==> src/assert_macros.svh <==
// Assertion helpers used by the renderer RTL. Each use stands on a line of its own
// and carries its own trailing semicolon.
`ifndef ASSERT_MACROS_SVH
`define ASSERT_MACROS_SVH

// Same-cycle implication, checked outside reset.
`define BTC_ASSERT_IMP(label, clk, rst_n, ante, cons) \
    label: assert property (@(posedge clk) disable iff (!rst_n) (ante) |-> (cons)) \
        else $error("implication check failed");

// Next-cycle implication, checked outside reset.
`define BTC_ASSERT_NXT(label, clk, rst_n, ante, cons) \
    label: assert property (@(posedge clk) disable iff (!rst_n) (ante) |=> (cons)) \
        else $error("next-cycle check failed");

`endif

==> src/btc_pkg.sv <==
package btc_pkg;

    // Field and storage widths fixed by the interface.
    localparam int CURSOR_W  = 26;
    localparam int CHAR_W    = 8;
    localparam int ROW_W     = 3;
    localparam int COL_W     = 3;
    localparam int FONT_DW   = 8;
    localparam int FONT_AW   = CHAR_W + ROW_W;
    localparam int FONT_DEPTH = 1 << FONT_AW;
    localparam int PITCH_W   = 15;
    localparam int BPP_W     = 3;
    localparam int ADDR_W    = 32;
    localparam int COLOR_W   = 32;
    localparam int OP_W      = 2;
    localparam int CFG_IDX_W = 3;
    localparam int CFG_DW    = 32;

    // Cursor plus one glyph advance needs one bit more than the cursor.
    localparam int DVD_W  = CURSOR_W + 1;
    // Glyph advance in bytes: up to 8 pixels of up to 7 bytes.
    localparam int STEP_W = 6;
    // Up to 8 scanlines of pitch.
    localparam int SPAN_W = 18;

    localparam int DEF_GLYPH_WIDTH  = 8;
    localparam int DEF_GLYPH_HEIGHT = 8;

    // Configuration reset values.
    localparam logic                RST_SCREEN_ON  = 1'b1;
    localparam logic [ADDR_W-1:0]   RST_FRAME_BASE = '0;
    localparam logic [BPP_W-1:0]    RST_BPP        = 3'd4;
    localparam logic [PITCH_W-1:0]  RST_PITCH      = 15'd4096;
    localparam logic [CURSOR_W-1:0] RST_WINDOW     = 26'd3145728;

    // Special character codes.
    localparam logic [CHAR_W-1:0] CHAR_NUL = 8'h00;
    localparam logic [CHAR_W-1:0] CHAR_LF  = 8'h0A;
    localparam logic [CHAR_W-1:0] CHAR_CR  = 8'h0D;

    typedef enum logic [OP_W-1:0] {
        OP_DRAW       = 2'd0,
        OP_SET_CURSOR = 2'd1,
        OP_FONT_LOAD  = 2'd2
    } t_op;

    typedef enum logic [CFG_IDX_W-1:0] {
        CFG_SCREEN_ON  = 3'd0,
        CFG_FRAME_BASE = 3'd1,
        CFG_BPP        = 3'd2,
        CFG_PITCH      = 3'd3,
        CFG_WINDOW     = 3'd4
    } t_cfg_idx;

    typedef enum logic [1:0] {
        ST_IDLE,
        ST_SCAN,
        ST_FLUSH,
        ST_FINISH
    } t_state;

    typedef enum logic [1:0] {
        KIND_GLYPH,
        KIND_NEWLINE,
        KIND_RETURN
    } t_kind;

    typedef struct packed {
        logic [ADDR_W-1:0]  addr;
        logic [COLOR_W-1:0] color;
    } t_pix;

    typedef struct packed {
        logic push;
        logic flush;
    } t_emit_ctrl;

    typedef struct packed {
        logic take_ok;
        logic pend_valid;
    } t_emit_stat;

endpackage

==> src/btc_rem_div.sv <==
module btc_rem_div (
    input  logic                         i_clk,
    input  logic                         i_rst_n,
    input  logic                         i_start,
    input  logic [btc_pkg::DVD_W-1:0]    i_dividend,
    input  logic [btc_pkg::PITCH_W-1:0]  i_divisor,
    output logic                         o_busy,
    output logic [btc_pkg::PITCH_W-1:0]  o_rem
);

    localparam int CNT_W = $clog2(btc_pkg::DVD_W + 1);

    logic                         r_busy;
    logic [CNT_W-1:0]             r_cnt;
    logic [btc_pkg::DVD_W-1:0]    r_dvd;
    logic [btc_pkg::PITCH_W-1:0]  r_div;
    logic [btc_pkg::PITCH_W-1:0]  r_rem;

    logic [btc_pkg::PITCH_W:0]    w_trial;
    logic [btc_pkg::PITCH_W:0]    w_diff;
    logic                         w_fits;
    logic [btc_pkg::PITCH_W-1:0]  n_rem;

    // Restoring remainder, one dividend bit per cycle, MSB first.
    assign w_trial = {r_rem, r_dvd[btc_pkg::DVD_W-1]};
    assign w_diff  = w_trial - {1'b0, r_div};
    assign w_fits  = w_trial >= {1'b0, r_div};
    assign n_rem   = w_fits ? w_diff[btc_pkg::PITCH_W-1:0] : w_trial[btc_pkg::PITCH_W-1:0];

    always_ff @(posedge i_clk) begin
        if (!i_rst_n) begin
            r_busy <= 1'b0;
            r_cnt  <= '0;
        end else if (i_start) begin
            r_busy <= 1'b1;
            r_cnt  <= CNT_W'(btc_pkg::DVD_W);
        end else if (r_busy) begin
            r_cnt  <= r_cnt - 1'b1;
            r_busy <= (r_cnt != CNT_W'(1));
        end
    end

    always_ff @(posedge i_clk) begin
        if (i_start) begin
            r_dvd <= i_dividend;
            r_div <= i_divisor;
            r_rem <= '0;
        end else if (r_busy) begin
            r_dvd <= {r_dvd[btc_pkg::DVD_W-2:0], 1'b0};
            r_rem <= n_rem;
        end
    end

    assign o_busy = r_busy;
    assign o_rem  = r_rem;

endmodule

==> config.mk <==
export PLATFORM = sky130hd
export DESIGN_NAME = btc_rem_div
export DESIGN_NICKNAME = d
export VERILOG_FILES = /design/src/assert_macros.svh /design/src/btc_pkg.sv /design/src/btc_rem_div.sv
export SDC_FILE = /design/constraint.sdc
export NUM_CORES = 1
export LEC_CHECK = 0
export BUFFER_PORTS_ARGS = -buffer_cell sky130_fd_sc_hd__buf_4
export CORE_AREA = 5 5 99 101
export CTS_CLUSTER_SIZE = 12
export DETAILED_ROUTE_END_ITERATION = 7
export DIE_AREA = 0 0 104 106
export PLACE_DENSITY = 0.64
export SYNTH_ARGS = -nofsm -noshare
export SYNTH_HDL_FRONTEND = slang
export SYNTH_SLANG_ARGS = --single-unit
==> constraint.sdc <==
create_clock -name i_clk -period 2.05 [get_ports i_clk]
set_clock_uncertainty 0.15 [all_clocks]
set_input_delay 0.1025 -clock i_clk [delete_from_list [all_inputs] [get_ports i_clk]]
set_output_delay 0.1025 -clock i_clk [all_outputs]
set_load 0.01 [all_outputs]
=== After elaboration in Yosys (flattened, before gate mapping) ===
Index checks and enable logic that the tools add are counted.

* Bits in registers: 63
* Word-level logic and storage cells: 20

* Add/subtract/negate cells: 2
* Order comparisons: 1
* Eq/ne operators: 1
* Multiplexer cells: 7
* Bitwise logic cells: 1
* Reduce and logical (&&, ||, !) cells: 2

{| class="wikitable"
|+ Operators with widths
! cell !! count
|-
| 27-bit two-way mux || 2
|-
| 16-bit by 15-bit greater-or-equal comparator with 1-bit output || 1
|-
| 15-bit two-way mux || 1
|-
| 15-bit subtractor || 1
|-
| 5-bit two-way mux || 2
|-
| 5-bit by 1-bit != test with 1-bit output (second input constant) || 1
|-
| 5-bit by 1-bit subtractor with 5-bit output (second input constant) || 1
|-
| 1-bit two-way mux || 2
|-
| 2-bit nonzero test || 1
|-
| 2-bit OR reduction || 1
|-
| 1-bit inverter || 1
|}

=== Logic depth before layout (Yosys ltp) ===
Gate-level depths: netlist (run 1).

* Depth after elaboration: 3
* Gate-level depth with buffers: 10

=== Least setup slack after synthesis (run 1) ===
Ideal clock, no wire load.

* Path kind: reg-to-reg
* Start point: reg r_dvd[26] (netlist name)
* End point: reg r_rem (netlist bit o_rem[14])
* Setup time: 88 ps
* Data arrival time: 2,045 ps
* Data required time: 1,812 ps
* Setup slack: -233 ps
* Stages on the path, launching flop included: 10
* Clock period less this slack: 2,283 ps
* Cell sequence: edfxtp_1 inv_1 ha_1 fa_1 nor2b_1 o2111ai_1 a21boi_0 o2111ai_1 a31o_1 a311oi_2

* Longest elaborated chain between the ends: 2
* Elaborated cells between the ends (all ways): 3
* Those cells by class: 1 x add/sub; 1 x order compare; 1 x mux

{| class="wikitable"
|+ RTL lines
! element !! line !! text
|-
| start: declaration || btc_rem_div.sv:15 || <nowiki>logic [btc_pkg::DVD_W-1:0] r_dvd;</nowiki>
|-
| start signal: assignment || btc_rem_div.sv:45 || <nowiki>r_dvd <= i_dividend;</nowiki>
|-
| start signal: assignment || btc_rem_div.sv:49 || <nowiki>r_dvd <= {r_dvd[btc_pkg::DVD_W-2:0], 1'b0};</nowiki>
|-
| 15-bit subtractor / 16-bit by 15-bit greater-or-equal comparator with 1-bit output (equally long branches) || btc_rem_div.sv:26, btc_rem_div.sv:27 ||
|-
| 15-bit two-way mux (*) || btc_rem_div.sv:28 || <nowiki>assign n_rem = w_fits ? w_diff[btc_pkg::PITCH_W-1:0] : w_trial[btc_pkg::PITCH_W-1:0];</nowiki>
|-
| end signal: assignment || btc_rem_div.sv:50 || <nowiki>r_rem <= n_rem;</nowiki>
|-
| end: declaration || btc_rem_div.sv:17 || <nowiki>logic [btc_pkg::PITCH_W-1:0] r_rem;</nowiki>
|}

Every way passes the cells marked *; elsewhere a longest branch is shown, timed or not.
A chain may end at the register's enable or synchronous reset.

=== Worst setup path after layout (run 1) ===
* Start point: reg r_div[0] (netlist name)
* End point: reg r_rem (netlist bit o_rem[14])

* Longest elaborated chain between the ends: 2
* Elaborated cells between the ends (all ways): 3
* Those cells by class: 1 x add/sub; 1 x order compare; 1 x mux

{| class="wikitable"
|+ RTL lines
! element !! line !! text
|-
| start: declaration || btc_rem_div.sv:16 || <nowiki>logic [btc_pkg::PITCH_W-1:0] r_div;</nowiki>
|-
| start signal: assignment || btc_rem_div.sv:46 || <nowiki>r_div <= i_divisor;</nowiki>
|-
| 15-bit subtractor / 16-bit by 15-bit greater-or-equal comparator with 1-bit output (equally long branches) || btc_rem_div.sv:26, btc_rem_div.sv:27 ||
|-
| 15-bit two-way mux (*) || btc_rem_div.sv:28 ||
|}

Marked as above.

==> run metrics, run 1 <==
dpl cells 528; HP Class in -> reg; post-synthesis net count 376; cell area after synthesis 3510 um2; #FFs+latches synth 63; pre-CTS setup slack -0.328 ns; post-synthesis mux area share 0.0933; FF/Latch Area 1690 um2; total number of vias between 2,000 and 3,000; maximum buffer depth of the clock tree 2; Net Sw Frac 0.294; final hold slack approximately 0.33 ns; DP HPWL 6100 um; final std cell area, no fill 5450 um2; adder-cell share of the synthesized area 0.0662; full die area 11,000 um2; Seq/Total Area, Yosys 0.478; Non-Filler Instances between 500 and 600; max-cap viol count 0; PortBufs 60; 1st-pass router iterations 4; Design Power 3.83 mW; post-route worst setup slack -0.292 ns; count of cell types in the netlist 63; GP Congestion 0.832; dpl cell area 4610 um2; ANT cells 0; Synth Area in Compound Gates 0.173; TNS Setup -3.62 ns; Tot GR Track Use 0.166; DR top layer met4; Die Wd 104 um; Worst Setup End Kind register; asr flop ratio synth 0; remaining global-route overflow 0; highest-count cells in the layout ignoring fill and taps buf_4 (120), dlygate4sd3_1 (44), edfxtp_1 (42); antenna violations before repair 0; post-layout util 0.610; Reg power frac 0.405; WL met1 3790 um; RSZ-0062 raised after global routing true; Int Power 2.70 mW; worst path arrival time 2.45 ns; layout cells sized above 1 0.462; CTS tree built; clk_lat worst skew 0.34 ns; 1st-iter DRT viols 80; DRC violations left 0; top_reg_cell synth edfxtp_1; root buffer cell clkbuf_8; largest net degree at the start of global routing 36; leakage ~2.3 nW; Antenna Nets Post-Route 0; first-pass GRT wire length 15,100 um; Starting Density 0.393; Via density 4.99; I/O pin count 61; fmax around 0.43 GHz; wire length on met3 458 um; post-synthesis xor/xnor area fraction 0.0199; commonest non-fill, non-tap cell in the layout buf_4; WL final a little under 9000 um; largest family of logic cells by synthesized area compound AO/OA/AOI/OAI gates; met2 wire length 4470 um; vias in the first global route 3,156; clock buffers created by TritonCTS 9; H-tree depth 3; Comb pwr share 0.310; Wirelength per Cell 14.9 um; Setup Viol. Count Final 15; clock share of power 0.285; synthesized instance count roughly 310; Worst-Margin Slew 0.400 ns; switching power approximately 1.1 mW; max-slew violation count 0; clock sink count 63; startpoint types register; Row Count 35; VDD IR max 0.531 mV; status complete, but fails checks; Fill cells 749; core area 8930 um2; Synth Area per Inst 11.2 um2; # nets final 543; area occupied by multi-input gates 1930 um2; Slew headroom 0.727; EDFF count, synth 42; WP data required about 2.2 ns; Worst Path Class, Setup reg -> reg; pwr/cell area 703 nW/um2; violated checks negative setup slack; clk slew on worst S/H paths 0.07 ns; final hold viol count 0; fin crit period 2.34 ns; warnings from Yosys 0; Max Fanout on Critical Path 4; DIE HEIGHT 106 um; Simple-Gate Fraction of Synth Area 0.124; fin crit share 1.14; Synth-to-Final Area Change 55.0%
-- critical path, cell delays in order, from the launching register on --
cell and delay (ns):
edfxtp_1 0.43, ha_4 0.19, fa_2 0.37, nor2b_4 0.17, o2111ai_4 0.18, a21boi_2 0.21, o2111ai_1 0.11, a31o_1 0.23
a311oi_2 0.21
-- cell families after synthesis --
family	after synthesis
AO/OA/AOI/OAI	71
XOR/XNOR	8
adder cells (fa/ha/maj)	18
buffers and inverters	37
flip-flops	63
multiplexers	29
AND/OR/NAND/NOR	87
-- synth_stat cells, drive strengths merged (4+ instances only) --
master,instances,area share
a21oi,13,0.023
a21o,5,0.011
nor2,18,0.019
nand2,29,0.031
nand3,6,0.0085
xor2,6,0.015
nor2b,5,0.011
inv,24,0.026
ha,17,0.061
o21ai,7,0.014
a211oi,4,0.011
a311oi,11,0.038
buf,8,0.014
clkbuf,5,0.0053
nor3,7,0.010
dfxtp,21,0.12
o21a,9,0.022
and2,4,0.0071
edfxtp,42,0.36
mux2,27,0.088
-- final timing paths --
kind	from	to	slack [ns]	cells past startpoint
setup / recovery	r_div[0]	o_rem[14]	-0.29	8
hold / removal	i_divisor[9]	r_div[9]	0.33	2
setup reg to reg	r_div[0]	o_rem[14]	-0.29	8
hold reg to reg	r_dvd[21]	r_dvd[22]	0.40	1
-- what timing repair did --
action,CTS,global route
gates cloned,1,0
endpoints found under the hold margin,49,0
resized for setup,17,14
endpoints found under the setup margin,15,15
pin swaps,18,13
buffers inserted,5,2
hold buffers,44,0
-- power by group through the flow --
| stage | registers [mW] | logic, mW | clock network (mW) |
|---|---|---|---|
| after global placement | 1.57 | 0.992 | 0 |
| after floorplan | 1.58 | 0.590 | 0 |
| final | 1.55 | 1.19 | 1.09 |
| after global routing | 1.56 | 1.30 | 1.20 |
| after detailed placement | 1.57 | 1.01 | 0 |
| after CTS | 1.55 | 1.14 | 1.13 |
-- flip-flops by register name, summed over array words and instances (netlist names) --
name    cells
o_rem      15
r_div      15
r_cnt       5
o_busy      1
r_dvd      27
-- layer usage --
metal	global-route usage	vias up
met1	0.202	1392
met3	0.0455	18
li1	-	1497
met5	0	-
met2	0.284	67
met4	0.0574	0
-- area by class of cell --
cell class	count	share of cell area
repair buffers	168	0.258
flip-flops and latches	63	0.310
well taps	111	0.0255
multi-input cells	214	0.354
clock buffers	9	0.0227
clock inverters	7	0.0133
inverters	24	0.0165
(Power assumes the default switching activity.)
==> inputs of run 2 (changes only) <==
Settings changed: CORE_AREA 5 5 99 101 to 5 5 103 105, DIE_AREA 0 0 104 106 to 0 0 108 110, PLACE_DENSITY 0.64 to 0.6.
==> run 2 against run 1 <==
- the run still ends with negative setup slack left
- design area decreased by 1.1%
- die area grew 7.8%
- final cell count increased by 3.4%
- flip-flop and latch count stayed put
==> run metrics, run 2 (synthesis results as in run 1) <==
final std cell area, no fill about 5400 um2; post-route worst setup slack -0.289 ns; final hold viol count 0; antenna violations before repair 0; dpl cell area 4640 um2; clock sink count 63; VDD IR max 0.476 mV; fmax 0.428 GHz; WP data required between 2 and 2.5 ns; layout cells sized above 1 0.445; RSZ-0062 raised after global routing true; Antenna Nets Post-Route 0; I/O pin count 61; Starting Density 0.368; hold depth 2; PortBufs 60; Worst Setup End Kind register; H-tree depth 3; GP Congestion approximately 0.87; core area 9550 um2; Setup Viol. Count Final 15; clock buffers created by TritonCTS 9; HP Class in -> reg; Die Wd 108 um; max FFs per register 27; Tot GR Track Use 0.154; Non-Filler Instances 616; Row Count 36; Slew headroom 0.740; max-slew violation count 0; status complete, but fails checks; highest-count cells in the layout ignoring fill and taps buf_4 (120), dlygate4sd3_1 (44), edfxtp_1 (42); pwr/cell area ~700 nW/um2; 1st-iter DRT viols 83; DRC violations left 0; maximum buffer depth of the clock tree 2; total number of vias slightly below 3,000; Fill cells approximately 830; R2R depth 8; violated checks negative setup slack; clk slew on worst S/H paths 0.07 ns; leakage ~2.3 nW; # nets final 541; DP HPWL 6190 um; area occupied by multi-input gates 1870 um2; Via density 4.81; Worst-Margin Slew 0.390 ns; Wirelength per Cell about 14 um; final hold slack 0.328 ns; ANT cells 0; first-pass GRT wire length between 10,000 and 15,000 um; dpl cells 552; Reg with most FFs r_dvd; fin crit period about 2.3 ns; vias in the first global route 2,977; clk_lat worst skew 0.35 ns; full die area around 12,000 um2; DIE HEIGHT 110 um; root buffer cell clkbuf_8; largest net degree at the start of global routing 32; remaining global-route overflow 0; FF/Latch Area 1690 um2; Max Fanout on Critical Path 6; reg2reg setup slack -0.29 ns; startpoint types register; max-cap viol count 0; CTS tree built; Design Power 3.79 mW; commonest non-fill, non-tap cell in the layout buf_4; 1st-pass router iterations 4; worst path arrival time 2.46 ns; Worst Path Class, Setup reg -> reg; fin crit share 1.14; WL final 8770 um; Synth-to-Final Area Change 53.3%
## run 2: changes by cell type in the layout (fill, tap and decap cells not counted), sizes merged
| cell | change |
|---|---|
| clkinv | -1 |
| buf | -2 |
| clkinvlp | +1 |
## run 2: per-layer routing
metal,vias to the layer above,GRT usage,wire length [um]
met5,-,0,0
met4,0,0.0487,91
met3,7,0.0373,416
met2,51,0.262,4330
met1,1412,0.195,3930
li1,1494,-,-
## run 2: what timing repair did
action	in CTS	in global routing
gates resized for setup	12	9
endpoints found under the setup margin	15	15
hold buffers	44	0
pin swaps	6	16
endpoints found under the hold margin	56	0
gates cloned	0	1
buffers inserted	1	3
## run 2: final timing paths
| path | startpoint | endpoint |
|---|---|---|
| worst min register to register | r_dvd[19] | r_dvd[20] |
| worst max-delay path | r_div[14] | o_rem[0] |
| worst min-delay path | i_divisor[5] | r_div[5] |
| worst max register to register | r_div[14] | o_rem[0] |
## run 2: worst max-delay path: stages (launching register included)
cell and delay [ns]:
edfxtp_1 0.39, inv_2 0.07, ha_4 0.20, a211oi_4 0.23, nand2_1 0.09, a211o_1 0.35, o21ai_4 0.28, mux2_4 0.33
a211oi_2 0.16
## run 2: report_power, final
part	leakage [nW]	switching, mW	internal, mW	total, mW
Clock	0.0956	0.534	0.563	1.10
Sequential	0.594	0.0600	1.49	1.55
Combinational	1.58	0.519	0.622	1.14
## run 2: final cells by class
cell class              count  area share
multi-input cells         214       0.348
flip-flops and latches     63       0.313
repair buffers            166       0.255
well taps                 133      0.0309
clock buffers               9      0.0230
inverters                  24      0.0167
clock inverters             7      0.0135
## run 2: stage by stage
step                worst slack (ns)   util  setup TNS, ns
global route                  -0.393  0.564          -5.32
finish                        -0.289  0.564          -3.86
CTS                           -0.297  0.558          -3.57
global placement              -0.263  0.486          -3.36
floorplan                     -0.111      -          -1.14
detailed placement            -0.333  0.486          -4.17
