==> config.mk <==
export PLATFORM = sky130hd
export DESIGN_NAME = btc_pix_out
export DESIGN_NICKNAME = d
export VERILOG_FILES = /design/src/assert_macros.svh /design/src/btc_pkg.sv /design/src/btc_pix_out.sv
export SDC_FILE = /design/constraint.sdc
export NUM_CORES = 1
export LEC_CHECK = 0
export BUFFER_PORTS_ARGS = -buffer_cell sky130_fd_sc_hd__buf_2
export CAP_MARGIN = 25
export CORE_MARGIN = 4
export CORE_UTILIZATION = 44
export CTS_BUF_LIST = sky130_fd_sc_hd__clkbuf_4 sky130_fd_sc_hd__clkbuf_8 sky130_fd_sc_hd__clkbuf_16
export DETAILED_ROUTE_END_ITERATION = 6
export PLACE_DENSITY = 0.73
export SLEW_MARGIN = 15
export SYNTH_ARGS = -nofsm -noshare
export SYNTH_HDL_FRONTEND = slang
export SYNTH_SLANG_ARGS = --single-unit
==> constraint.sdc <==
create_clock -name i_clk -period 5 [get_ports i_clk]
set_clock_uncertainty 0.2 [all_clocks]
set_input_delay 1 -clock i_clk [delete_from_list [all_inputs] [get_ports i_clk]]
set_output_delay 1 -clock i_clk [all_outputs]
set_load 0.02 [all_outputs]
==> src/assert_macros.svh <==
// Assertion helpers used by the renderer RTL. Each use stands on a line of its own
// and carries its own trailing semicolon.
`ifndef ASSERT_MACROS_SVH
`define ASSERT_MACROS_SVH

// Same-cycle implication, checked outside reset.
`define BTC_ASSERT_IMP(label, clk, rst_n, ante, cons) \
    label: assert property (@(posedge clk) disable iff (!rst_n) (ante) |-> (cons)) \
        else $error("implication check failed");

// Next-cycle implication, checked outside reset.
`define BTC_ASSERT_NXT(label, clk, rst_n, ante, cons) \
    label: assert property (@(posedge clk) disable iff (!rst_n) (ante) |=> (cons)) \
        else $error("next-cycle check failed");

`endif

==> src/btc_pkg.sv <==
package btc_pkg;

    // Field and storage widths fixed by the interface.
    localparam int CURSOR_W  = 26;
    localparam int CHAR_W    = 8;
    localparam int ROW_W     = 3;
    localparam int COL_W     = 3;
    localparam int FONT_DW   = 8;
    localparam int FONT_AW   = CHAR_W + ROW_W;
    localparam int FONT_DEPTH = 1 << FONT_AW;
    localparam int PITCH_W   = 15;
    localparam int BPP_W     = 3;
    localparam int ADDR_W    = 32;
    localparam int COLOR_W   = 32;
    localparam int OP_W      = 2;
    localparam int CFG_IDX_W = 3;
    localparam int CFG_DW    = 32;

    // Cursor plus one glyph advance needs one bit more than the cursor.
    localparam int DVD_W  = CURSOR_W + 1;
    // Glyph advance in bytes: up to 8 pixels of up to 7 bytes.
    localparam int STEP_W = 6;
    // Up to 8 scanlines of pitch.
    localparam int SPAN_W = 18;

    localparam int DEF_GLYPH_WIDTH  = 8;
    localparam int DEF_GLYPH_HEIGHT = 8;

    // Configuration reset values.
    localparam logic                RST_SCREEN_ON  = 1'b1;
    localparam logic [ADDR_W-1:0]   RST_FRAME_BASE = '0;
    localparam logic [BPP_W-1:0]    RST_BPP        = 3'd4;
    localparam logic [PITCH_W-1:0]  RST_PITCH      = 15'd4096;
    localparam logic [CURSOR_W-1:0] RST_WINDOW     = 26'd3145728;

    // Special character codes.
    localparam logic [CHAR_W-1:0] CHAR_NUL = 8'h00;
    localparam logic [CHAR_W-1:0] CHAR_LF  = 8'h0A;
    localparam logic [CHAR_W-1:0] CHAR_CR  = 8'h0D;

    typedef enum logic [OP_W-1:0] {
        OP_DRAW       = 2'd0,
        OP_SET_CURSOR = 2'd1,
        OP_FONT_LOAD  = 2'd2
    } t_op;

    typedef enum logic [CFG_IDX_W-1:0] {
        CFG_SCREEN_ON  = 3'd0,
        CFG_FRAME_BASE = 3'd1,
        CFG_BPP        = 3'd2,
        CFG_PITCH      = 3'd3,
        CFG_WINDOW     = 3'd4
    } t_cfg_idx;

    typedef enum logic [1:0] {
        ST_IDLE,
        ST_SCAN,
        ST_FLUSH,
        ST_FINISH
    } t_state;

    typedef enum logic [1:0] {
        KIND_GLYPH,
        KIND_NEWLINE,
        KIND_RETURN
    } t_kind;

    typedef struct packed {
        logic [ADDR_W-1:0]  addr;
        logic [COLOR_W-1:0] color;
    } t_pix;

    typedef struct packed {
        logic push;
        logic flush;
    } t_emit_ctrl;

    typedef struct packed {
        logic take_ok;
        logic pend_valid;
    } t_emit_stat;

endpackage

==> src/btc_pix_out.sv <==
module btc_pix_out (
    input  logic                 i_clk,
    input  logic                 i_rst_n,
    input  btc_pkg::t_emit_ctrl  i_ctrl,
    input  btc_pkg::t_pix        i_pix,
    output btc_pkg::t_emit_stat  o_stat,
    input  logic                 i_out_ready,
    output logic                 o_out_valid,
    output btc_pkg::t_pix        o_pix,
    output logic                 o_last
);

    logic           r_out_valid;
    logic           r_pend_valid;
    btc_pkg::t_pix  r_out_pix;
    btc_pkg::t_pix  r_pend_pix;
    logic           r_out_last;

    logic w_out_free;
    logic w_take_ok;
    logic w_push;
    logic w_flush;
    logic w_move;

    // A pixel waits in the pending stage until either a later pixel of the
    // same glyph arrives (so it is not the last) or the glyph ends.
    assign w_out_free = !r_out_valid || i_out_ready;
    assign w_take_ok  = !r_pend_valid || w_out_free;
    assign w_push     = i_ctrl.push && w_take_ok;
    assign w_flush    = i_ctrl.flush && r_pend_valid && w_out_free;
    assign w_move     = (w_push && r_pend_valid) || w_flush;

    always_ff @(posedge i_clk) begin
        if (!i_rst_n) begin
            r_out_valid  <= 1'b0;
            r_pend_valid <= 1'b0;
        end else begin
            if (w_move) begin
                r_out_valid <= 1'b1;
            end else if (i_out_ready) begin
                r_out_valid <= 1'b0;
            end
            if (w_push) begin
                r_pend_valid <= 1'b1;
            end else if (w_flush) begin
                r_pend_valid <= 1'b0;
            end
        end
    end

    always_ff @(posedge i_clk) begin
        if (w_move) begin
            r_out_pix  <= r_pend_pix;
            r_out_last <= w_flush;
        end
        if (w_push) begin
            r_pend_pix <= i_pix;
        end
    end

    assign o_stat.take_ok    = w_take_ok;
    assign o_stat.pend_valid = r_pend_valid;
    assign o_out_valid       = r_out_valid;
    assign o_pix             = r_out_pix;
    assign o_last            = r_out_last;

endmodule

# Word-level counts from Yosys, hierarchy flattened
# Cells that the tools add are included.
[word_totals]
regBits = 131
word_cells = 22
out_inout_bits = 68
input_bits = 69
[classes]
muxes = 4
reduce_logical = 11
[op_table]
columns = ["cell", "count"]
rows = [
  ["logical AND 1 bit", 4],
  ["2-to-1 mux 1 bit", 4],
  ["nonzero test 2 bit", 2],
  ["logical OR 1 bit", 3],
  ["zero test 1 bit", 2],
]

# Logic depth before layout (Yosys ltp)
# Gate-level depths: netlist of the first run.
[logic_depth]
word_depth = 7
mapped_depth = 3
mapped_depth_nobuf = 2

# Least setup slack after synthesis of the first run
# Ideal clock, no wire load.
[synth_path]
path_kind = "input to register"
from = "in i_out_ready"
to = "reg r_pend_pix[0] in the netlist's numbering (enable)"
slack_ns = -0.021
n_path_buf = 0
setup_time_ns = 0.507
required_ns = 4.293
t_arrival_ns = 4.314
cell_stages = 2
path_cell_list = "and2b_1 -> a21oi_1"
[synth_via]
elab_chain_cells = 3
[synth_lines]
columns = ["item", "line", "rtl"]
rows = [
  ["from (decl)", "btc_pix_out.sv:7", "input logic i_out_ready,"],
  ["logical OR 1 bit", "btc_pix_out.sv:27", "assign w_out_free = !r_out_valid || i_out_ready;"],
  ["logical OR 1 bit", "btc_pix_out.sv:28", "assign w_take_ok = !r_pend_valid || w_out_free;"],
  ["logical AND 1 bit", "btc_pix_out.sv:29", "assign w_push = i_ctrl.push && w_take_ok;"],
  ["named net w_push", "btc_pix_out.sv:21", "logic w_push;"],
  ["to (signal assigned)", "btc_pix_out.sv:57", "r_pend_pix <= i_pix;"],
  ["to (decl)", "btc_pix_out.sv:16", "btc_pkg::t_pix r_pend_pix;"],
]
# The timed path passes the listed nets, and every way through them passes these cells.
# A chain may end at the register's enable or synchronous reset.

==> results.md, run 1 <==
- Share of flip-flops with an asynchronous set or reset after synthesis: 0%
- HPWL after DPL: 4.427 mm
- Sequential area share after synthesis: 97.78%
- Number of routed nets with antenna violations: 0
- Per-instance average area after synthesis: 27.80 um2
- Area added between synthesis and finish: 34.17%
- Wire length after detailed routing: 6.557 mm
- Cell area after synthesis: 4003 um2
- First-pass iteration count of the detailed router: 4
- Number of antenna violations at the first check in global routing: 1
- CTS tree: yes
- Number of max-slew violations in the final report: 0
- Total of buffers placed on input and output ports: 136
- Gp weighted congestion: 0.7394
- Wire length per cell after detailed routing: 15.65 um
- Yosys synthesis warning count: 0
- Clock transition time at the flip-flop clock pins of the worst setup and hold paths: 0.06 ns
- Hold violation total from the final report: 0
- Total global-route track usage: 12.62%
- Most common cell in the synthesized netlist: edfxtp_1
- Min Tclk post-route: 2.788 ns
- Worst EP required: 3.80 ns
- Headroom to the max-slew limit: 40.75%
- Synth Register Bits: 131
- DP Cell Count: 387
- Final setup TNS: 0 ns
- Share of the clock period used by the worst path after layout: 55.76%
- Library cell occupying the most area in the post-synthesis netlist: edfxtp_1
- Library cell used as clock root buffer: clkbuf_8
- Worst path arrival time: 1.59 ns
- Leakage power of the design: 2.084 nW
- Setup slack of the worst register-to-register path: 2.63 ns
- Max H-tree Level: 4
- Share of post-route cells with drive strength above 1: 54.98%
- Type of the worst setup path: input pin to output port
- Hold crit path type: flip-flop to flip-flop
- Pre-CTS setup slack: 1.823 ns
- Wire length of the first global-routing pass: 9.466 mm
- Number of enable flip-flop cells after synthesis: 129
- Core footprint: 8806 um2
- Startpoint type of the worst setup path: input pin
- Overall via count from detail_route: 1,897
- Worst-Margin Slew: 0.8888 ns
- Yosys top cell area share: 96.78%
- Largest driver fanout on the critical path: 2
- Total placed instance area: 4830 um2
- Antenna diode count: 0
- Later-pin clock latency in the skew report: 0.49 ns
- Sort of element at the end of the critical path: output port
- Starting density of the core: 45.45%
- Placement Rows: 34
- Most used DFF post-synth: edfxtp_1
- Routed vias/inst: 4.527
- Final routed DRC violation total: 0
- Die height: 103.4 um
- Syn Nets: 213
- Main area contributors after synthesis: edfxtp_1 97%, dfxtp_1 1.0%, buf_4 0.38%
- Clock sinks: 131
- Finished layout cell area: 5370 um2
- Crit path setup slack, layout: 2.212 ns
- DIE WIDTH: 103.4 um
- Total of endpoints with negative setup slack in the final report: 0
- Max-capacitance violation count: 0
- Gr ovfl total: 0
- Cell area power density: 465.8 nW/um2
- Maximum clock frequency: 0.3586 GHz
- Maximum root-to-sink buffer count: 2
- Number of buffers inserted for hold repair after clock tree synthesis: 0
- Full die area: 10,690 um2
- Post-layout instance count excluding filler cells: 419
- Setup bufs post-CTS: 0
- Result of the run: finished, final reports clean
- Post-CTS resize count: 0
- Number of cells produced by synthesis: 144
- Number of top-level pins: 137
- Worst VDD drop: 0.0002577 V
- Number of buffers added by the clock tree synthesis step: 17
- Number of global-route vias before repair: 1,883
- RSZ-0062 raised after global routing: false
- Most frequent cells after synthesis: 129 x edfxtp_1, 2 x buf_4, 2 x dfxtp_1, 2 x o21ai_1
- Post-layout nets: 367
- Unique masters post-synth: 13
- Detailed Route Iter0 Violations: 49
- Maximum number of pins on one net before global-route repair: 66
[layout make-up]
| class | count | area (um2) |
|---|---|---|
| clock buffers | 19 | 429.2 |
| clock inverters | 13 | 111.4 |
| fillers | 633 | 3436 |
| inverters | 1 | 3.754 |
| multi-input cells | 10 | 88.84 |
| flip-flops and latches | 131 | 3914 |
| well taps | 108 | 135.1 |
| repair buffers | 137 | 688.2 |
[placed cells by master (no fill, tap or decap), drive strengths merged, types with 2 or more instances in the layout]
cell	count
edfxtp	129
clkinv	8
clkbuf	19
clkinvlp	3
o21ai	2
dfxtp	2
inv	2
buf	137
[per-layer routing]
| layer | routed length [um] | up-vias | track usage (%) |
|---|---|---|---|
| li1 | - | 891 | - |
| met2 | 2858 | 112 | 17.75 |
| met5 | 20 | - | 0 |
| met4 | 87 | 2 | 5.976 |
| met1 | 2777 | 878 | 15.58 |
| met3 | 813 | 14 | 7.512 |
[report_power, final]
part | switching (mW) | total, mW | internal (mW)
clock network | 0.433 | 1.10 | 0.667
registers | 0.0142 | 1.29 | 1.28
logic | 0.0738 | 0.112 | 0.0378
[flip-flops by register name, indices dropped and copies added (netlist names)]
register	flops
o_pix	64
o_last	1
r_pend_pix	64
r_pend_valid	1
o_out_valid	1
[cell families (layout without fill, tap and decap cells)]
logic type             count (synthesis)  in the layout  share of synthesized area [%]
flip-flops                           131            131                          97.78
buffers and inverters                  3            170                         0.4687
AND/OR/NAND/NOR                        4              4                         0.7815
AO/OA/AOI/OAI                          6              6                         0.9691
[per-stage QoR]
| step | hold slack [ns] | power [mW] | util [%] |
|---|---|---|---|
| 3_5_place_dp | 0.2045 | 1.427 | 54.85 |
| 6_report | 0.2148 | 2.501 | 60.98 |
| 3_3_place_gp | 0.2004 | 1.421 | 54.85 |
| 5_1_grt | 0.2175 | 2.601 | 60.98 |
| 2_1_floorplan | 0.2003 | 1.365 | - |
| 4_1_cts | 0.2160 | 2.533 | 60.98 |
[worst max-delay path: stages]
cell and delay (ns):
buf_2 0.10, and2b_1 0.25, nand2_1 0.07, buf_2 0.17
[final timing paths]
kind                    to            from  depth (start not counted)
max              o_stat[1]     i_out_ready                          4
max reg2reg  r_pend_pix[1]     o_out_valid                          3
min              o_pix[11]  r_pend_pix[11]                          0
min reg2reg      o_pix[11]  r_pend_pix[11]                          0
No activity file was read; power rests on OpenSTA's default activity.
==> run 2: changes to the inputs <==
clock period = 2.5 ns   (was 5 ns; I/O delays follow)
==> results.md, run 2 (synthesis results as in run 1) <==
- Result of the run: finished, final reports clean
- Final setup TNS: 0 ns (unchanged)
- Worst path arrival time: 1.33 ns (-0.26 ns)
- Post-layout instance count excluding filler cells: 485 (+16%)
- Setup slack of the worst register-to-register path: 0.76 ns (-1.87 ns)
- Later-pin clock latency in the skew report: 0.49 ns (about the same)
- Die height: 103.4 um (unchanged)
- Final routed DRC violation total: 0 (unchanged)
- Startpoint type of the worst setup path: flip-flop
- Area added between synthesis and finish: 52.11%
- Core footprint: 8806 um2 (unchanged)
- Endpoint of the worst-slack reg-to-reg timing path: o_pix[20]
- Library cell used as clock root buffer: clkbuf_8
- RSZ-0062 raised after global routing: false
- Overall via count from detail_route: 2,157 (+14%)
- Worst EP required: 1.80 ns (-2.00 ns)
- Sort of element at the end of the critical path: output port
- Hold crit path type: input pin to flip-flop
- Number of top-level pins: 137 (unchanged)
- Full die area: 10,690 um2 (unchanged)
- Max H-tree Level: 4 (unchanged)
- Share of the clock period used by the worst path after layout: 81.27%
- Gr ovfl total: 0 (unchanged)
- HPWL after DPL: 4.669 mm (+5.5%)
- Clock transition time at the flip-flop clock pins of the worst setup and hold paths: 0.06 ns (about the same)
- End point of the most critical hold path: r_pend_valid
- Most used cells in the layout excluding fill and tap cells: 136 x buf_2, 129 x edfxtp_1, 64 x dlygate4sd3_1, 16 x clkbuf_16, 4 x clkinv_1
- Headroom to the max-slew limit: 76.11% (+35 points)
- Cell area power density: 862.7 nW/um2 (+85%)
- Wire length per cell after detailed routing: 16.15 um (+3.2%)
- Commonest non-fill, non-tap cell in the layout: buf_2
- Total global-route track usage: 15.41% (+2.8 points)
- Length in cells of the worst reg-to-reg path: 2 (-1)
- Number of antenna violations at the first check in global routing: 0 (-1)
- Share of post-route cells with drive strength above 1: 45.09% (-9.9 points)
- Min Tclk post-route: 2.032 ns
- Largest stage delay on the critical path: 0.39 ns (+0.14 ns)
- Cell with the biggest individual delay on the critical path: dfxtp_1
- Wire length after detailed routing: 7.832 mm (+19%)
- First-pass iteration count of the detailed router: 4 (unchanged)
- Clock sinks: 131 (unchanged)
- Worst path top cell family by delay: flip-flops
- Antenna diode count: 0 (unchanged)
- Placement Rows: 34 (unchanged)
- Max-capacitance violation count: 0 (unchanged)
- Fin Hold WS: 0.08182 ns (-0.1330 ns)
- Number of max-slew violations in the final report: 0 (unchanged)
- Post-layout nets: 433 (+18%)
- Worst VDD drop: 0.0004768 V (+85%)
- Detailed Route Iter0 Violations: 60 (+22%)
- Maximum number of pins on one net before global-route repair: 65 (-1.5%)
- Maximum root-to-sink buffer count: 2 (unchanged)
- CTS tree: yes
- Source of the worst hold timing path: i_ctrl[0]
- Total of buffers placed on input and output ports: 136 (unchanged)
- Buffers & Inverters on Critical Path: 1 (-1)
- Number of global-route vias before repair: 2,300 (+22%)
- DIE WIDTH: 103.4 um (unchanged)
- Number of buffers added by the clock tree synthesis step: 17 (unchanged)
- Largest driver fanout on the critical path: 3 (+1)
- Worst-Margin Slew: 0.3584 ns (-0.5304 ns)
- Number of routed nets with antenna violations: 0 (unchanged)
- Total of endpoints with negative setup slack in the final report: 0 (unchanged)
- Type of the worst setup path: flip-flop to output port
- Routed vias/inst: 4.447 (-1.8%)
- DP Cell Count: 389 (+0.52%)
- Fill cell instance count of the final layout: 557 (-12%)
- Cell chain of the critical path: and2b_1 -> nand2_1 -> buf_2
- Post-CTS resize count: 0 (unchanged)
- Gp weighted congestion: 0.8258 (+12%)
- Leakage power of the design: 2.382 nW (+14%)
- Maximum clock frequency: 0.4922 GHz
- Wire length of the first global-routing pass: 11.64 mm (+23%)
- Starting density of the core: 45.45% (unchanged)
- Hold Path Stages: 2 (+2)
- Number of buffers inserted for hold repair after clock tree synthesis: 64 (+64)
- Setup bufs post-CTS: 0 (unchanged)
- Hold violation total from the final report: 0 (unchanged)
- Launch point of the worst reg-to-reg path: r_pend_valid
-- run 2: how the worst max path moves through the flow --
stage	to	slack, ns	startpoint	cells past startpoint
5_1_grt	o_stat[1]	0.39	o_out_valid	3
3_3_place_gp	o_pix[6]	0.60	i_out_ready	4
2_1_floorplan	r_pend_pix[0]	0.08	i_out_ready	2
3_5_place_dp	o_pix[57]	0.55	i_out_ready	4
4_1_cts	o_stat[1]	0.43	o_out_valid	3
6_report	o_stat[1]	0.47	o_out_valid	3
-- run 2: metrics by stage --
stage / total power [mW] / utilization, % / setup WS (ns) / area (um2)
final: 5.253 / 69.14 / 0.4684 / 6088
after global routing: 5.459 / 69.14 / 0.3887 / 6088
after CTS: 5.318 / 69.14 / 0.4347 / 6088
after detailed placement: 2.864 / 55.30 / 0.5491 / 4870
after global placement: 2.852 / 55.30 / 0.6028 / 4870
after floorplan: 2.729 / - / 0.08388 / 4014
-- run 2: report_power, final --
part	leakage (nW)	switching, mW	total (mW)	internal, mW
Sequential	1.24	0.0311	2.58	2.55
Combinational	0.864	0.167	0.316	0.148
Clock	0.274	0.850	2.36	1.51
-- run 2: cell type report --
class | count | area, um2 | share of cell area, %
Clock inverter | 15 | 163.9 | 2.692
Clock buffer | 17 | 414.1 | 6.802
Multi-Input combinational cell | 10 | 88.84 | 1.459
Tap cell | 108 | 135.1 | 2.219
Sequential cell | 131 | 3914 | 64.28
Timing Repair Buffer | 203 | 1369 | 22.48
Inverter | 1 | 3.754 | 0.06165
-- run 2: metal layers --
layer	vias to the layer above	track usage (%)	share of wire, %
met2	112	24.36	47
li1	1024	-	-
met4	0	6.574	0.63
met1	1015	18.30	42
met5	-	0	0
met3	6	7.042	10
==> run 3: changes to the inputs <==
CORE_UTILIZATION = 49   (was 44)
PLACE_DENSITY = 0.77   (was 0.73)
clock period = 2.08 ns   (was 2.5 ns; I/O delays follow)
==> results.md, run 3 (synthesis results as in run 1) <==
- Result of the run: finished, final reports clean
- Hold crit path type: input pin to flip-flop
- Clock share of power: 46.4% (+1.5 points)
- Largest driver fanout on the critical path: 3 (unchanged)
- Total global-route track usage: 18.41% (+3.0 points)
- Maximum root-to-sink buffer count: 2 (unchanged)
- Buffers & Inverters on Critical Path: 1 (unchanged)
- Worst EP required: 1.46 ns (-0.34 ns)
- Full die area: 9679 um2 (-9.4%)
- Total of buffers placed on input and output ports: 136 (unchanged)
- Cell chain of the critical path: and2b_1 -> nand2_1 -> buf_2
- RSZ-0062 raised after global routing: false
- Gp weighted congestion: 0.6877 (-17%)
- Final core occ: 78.13% (+9.0 points)
- Number of buffers added by the clock tree synthesis step: 17 (unchanged)
- Number of antenna violations at the first check in global routing: 0 (unchanged)
- Finished layout cell area: 6131 um2 (+0.70%)
- Max-capacitance violation count: 0 (unchanged)
- Type of the worst setup path: flip-flop to output port
- Final routed DRC violation total: 0 (unchanged)
- DP Cell Count: 382 (-1.8%)
- Later-pin clock latency in the skew report: 0.50 ns (about the same)
- Startpoint type of the worst setup path: flip-flop
- Worst path arrival time: 1.32 ns (about the same)
- Internal power: 5.201 mW (+24%)
- CTS tree: yes
- Antenna diode count: 0 (unchanged)
- Maximum clock frequency: 0.5176 GHz
- Clock sinks: 131 (unchanged)
- Overall via count from detail_route: 2,192 (+1.6%)
- Number of max-slew violations in the final report: 0 (unchanged)
- Worst path top cell family by delay: flip-flops
- Share of post-route cells with drive strength above 1: 44.71% (-0.38 points)
- Library cell used as clock root buffer: clkbuf_8
- Max H-tree Level: 4 (unchanged)
- Comb power frac: 5.8% (-0.2 points)
- Die height: 98.38 um (-4.8%)
- Wire length per cell after detailed routing: 17.74 um (+9.8%)
- Worst-Margin Slew: 0.3399 ns (-0.01847 ns)
- Maximum number of pins on one net before global-route repair: 66 (+1.5%)
- Total placed instance area: 4855 um2 (-0.31%)
- HPWL after DPL: 4.431 mm (-5.1%)
- Sort of element at the end of the critical path: output port
- Number of top-level pins: 137 (unchanged)
- Wire length after detailed routing: 8.513 mm (+8.7%)
- Number of routed nets with antenna violations: 0 (unchanged)
- Cell area power density: 1062 nW/um2 (+23%)
- Register area: 3914 um2 (unchanged)
- Gr ovfl total: 0 (unchanged)
- Fin Hold WS: 0.05129 ns (-0.03053 ns)
- Cell with the biggest individual delay on the critical path: dfxtp_1
- DIE WIDTH: 98.38 um (-4.8%)
- Area of combinational cells with multiple inputs: 88.84 um2 (unchanged)
- Most used cells in the layout excluding fill and tap cells: 136 x buf_2, 129 x edfxtp_1, 67 x dlygate4sd3_1, 16 x clkbuf_16
- Clock transition time at the flip-flop clock pins of the worst setup and hold paths: 0.06 ns (about the same)
- Post-layout nets: 435 (+0.46%)
- P_sw: 1.312 mW (+25%)
- Total of endpoints with negative setup slack in the final report: 0 (unchanged)
- Worst VDD drop: 0.0006165 V (+29%)
- Number of global-route vias before repair: 2,428 (+5.6%)
- Post-layout instance count excluding filler cells: 480 (-1.0%)
- Wire length of the first global-routing pass: 12.79 mm (+9.9%)
- Headroom to the max-slew limit: 77.34% (+1.2 points)
- Commonest non-fill, non-tap cell in the layout: buf_2
- First-pass iteration count of the detailed router: 4 (unchanged)
- Starting density of the core: 51.00% (+5.6 points)
- Placement Rows: 32 (-5.9%)
- Setup slack of the worst register-to-register path: 0.47 ns (-0.29 ns)
- Fill cell instance count of the final layout: 418 (-25%)
- Setup bufs post-CTS: 0 (unchanged)
- Detailed Route Iter0 Violations: 115 (+92%)
- Area added between synthesis and finish: 53.17%
- Routed vias/inst: 4.567 (+2.7%)
- Share of the clock period used by the worst path after layout: 92.89%
- Leakage power of the design: 2.412 nW (+1.3%)
- Core footprint: 7848 um2 (-11%)
- Switching share of total power: 20.15% (+0.19 points)
- Part of the power in registers: 47.7% (-1.4 points)
- Largest stage delay on the critical path: 0.38 ns (about the same)
- Min Tclk post-route: 1.932 ns
- Hold violation total from the final report: 0 (unchanged)
## run 3: cell types whose count changed in the layout (fill, tap and decap cells not counted)
cell,delta
clkbuf_4,+1
clkinv_2,-2
clkinv_1,-1
clkinv_4,+3
buf_4,-1
dlygate4sd3_1,+3
bufinv_16,+1
clkinvlp_4,-3
## run 3: cell type report
cell class                 instances  share of cell area [%]
tap                              102                   2.082
multi-input combinational         10                   1.449
inverter                           1                 0.06122
clock inverter                    13                   3.000
clock buffer                      18                   6.878
sequential                       131                   63.84
timing repair buffer             205                   22.69
## run 3: worst register-to-register path: cells and delay by family, from the launching register on
family / cells / cell delay, ns
flip-flops: 1 / 0.33
AO/OA/AOI/OAI: 1 / 0.18
buffers and inverters: 1 / 0.32
AND/OR/NAND/NOR: 1 / 0.21
## run 3: through the flow
stage          power, mW  setup TNS [ns]  setup WS (ns)
3_5_place_dp       3.438               0         0.2920
3_3_place_gp       3.420               0         0.3352
6_report           6.513               0         0.1479
2_1_floorplan      3.280          -16.14        -0.2521
5_1_grt            6.745               0        0.07374
4_1_cts            6.547               0         0.1084
## run 3: layer usage
| metal | GRT usage, % | vias up | routed length (um) |
|---|---|---|---|
| met2 | 31.05 | 112 | 4471 |
| met4 | 8.298 | 0 | 159 |
| met1 | 20.84 | 1037 | 3193 |
| met3 | 7.000 | 15 | 688 |
| li1 | - | 1028 | - |
| met5 | 0 | - | 0 |
## run 3: worst paths after layout
| kind | from | endpoint | cells past startpoint |
|---|---|---|---|
| max | o_out_valid | o_stat[1] | 3 |
| min | i_out_ready | o_out_valid | 3 |
| max reg2reg | o_out_valid | r_pend_pix[22] | 3 |
| min reg2reg | r_pend_pix[18] | o_pix[18] | 0 |
## run 3: power by group through the flow
stage / combinational, mW / sequential, mW / clock [mW]
finish: 0.381 / 3.11 / 3.02
global route: 0.407 / 3.12 / 3.22
CTS: 0.383 / 3.11 / 3.06
detailed placement: 0.282 / 3.16 / 0
global placement: 0.272 / 3.15 / 0
floorplan: 0.0563 / 3.22 / 0
## run 3: timing repair
item                                   in CTS  in global routing
resized for setup                           0                  0
endpoints found under the hold margin      66                  0
hold buffers                               67                  0
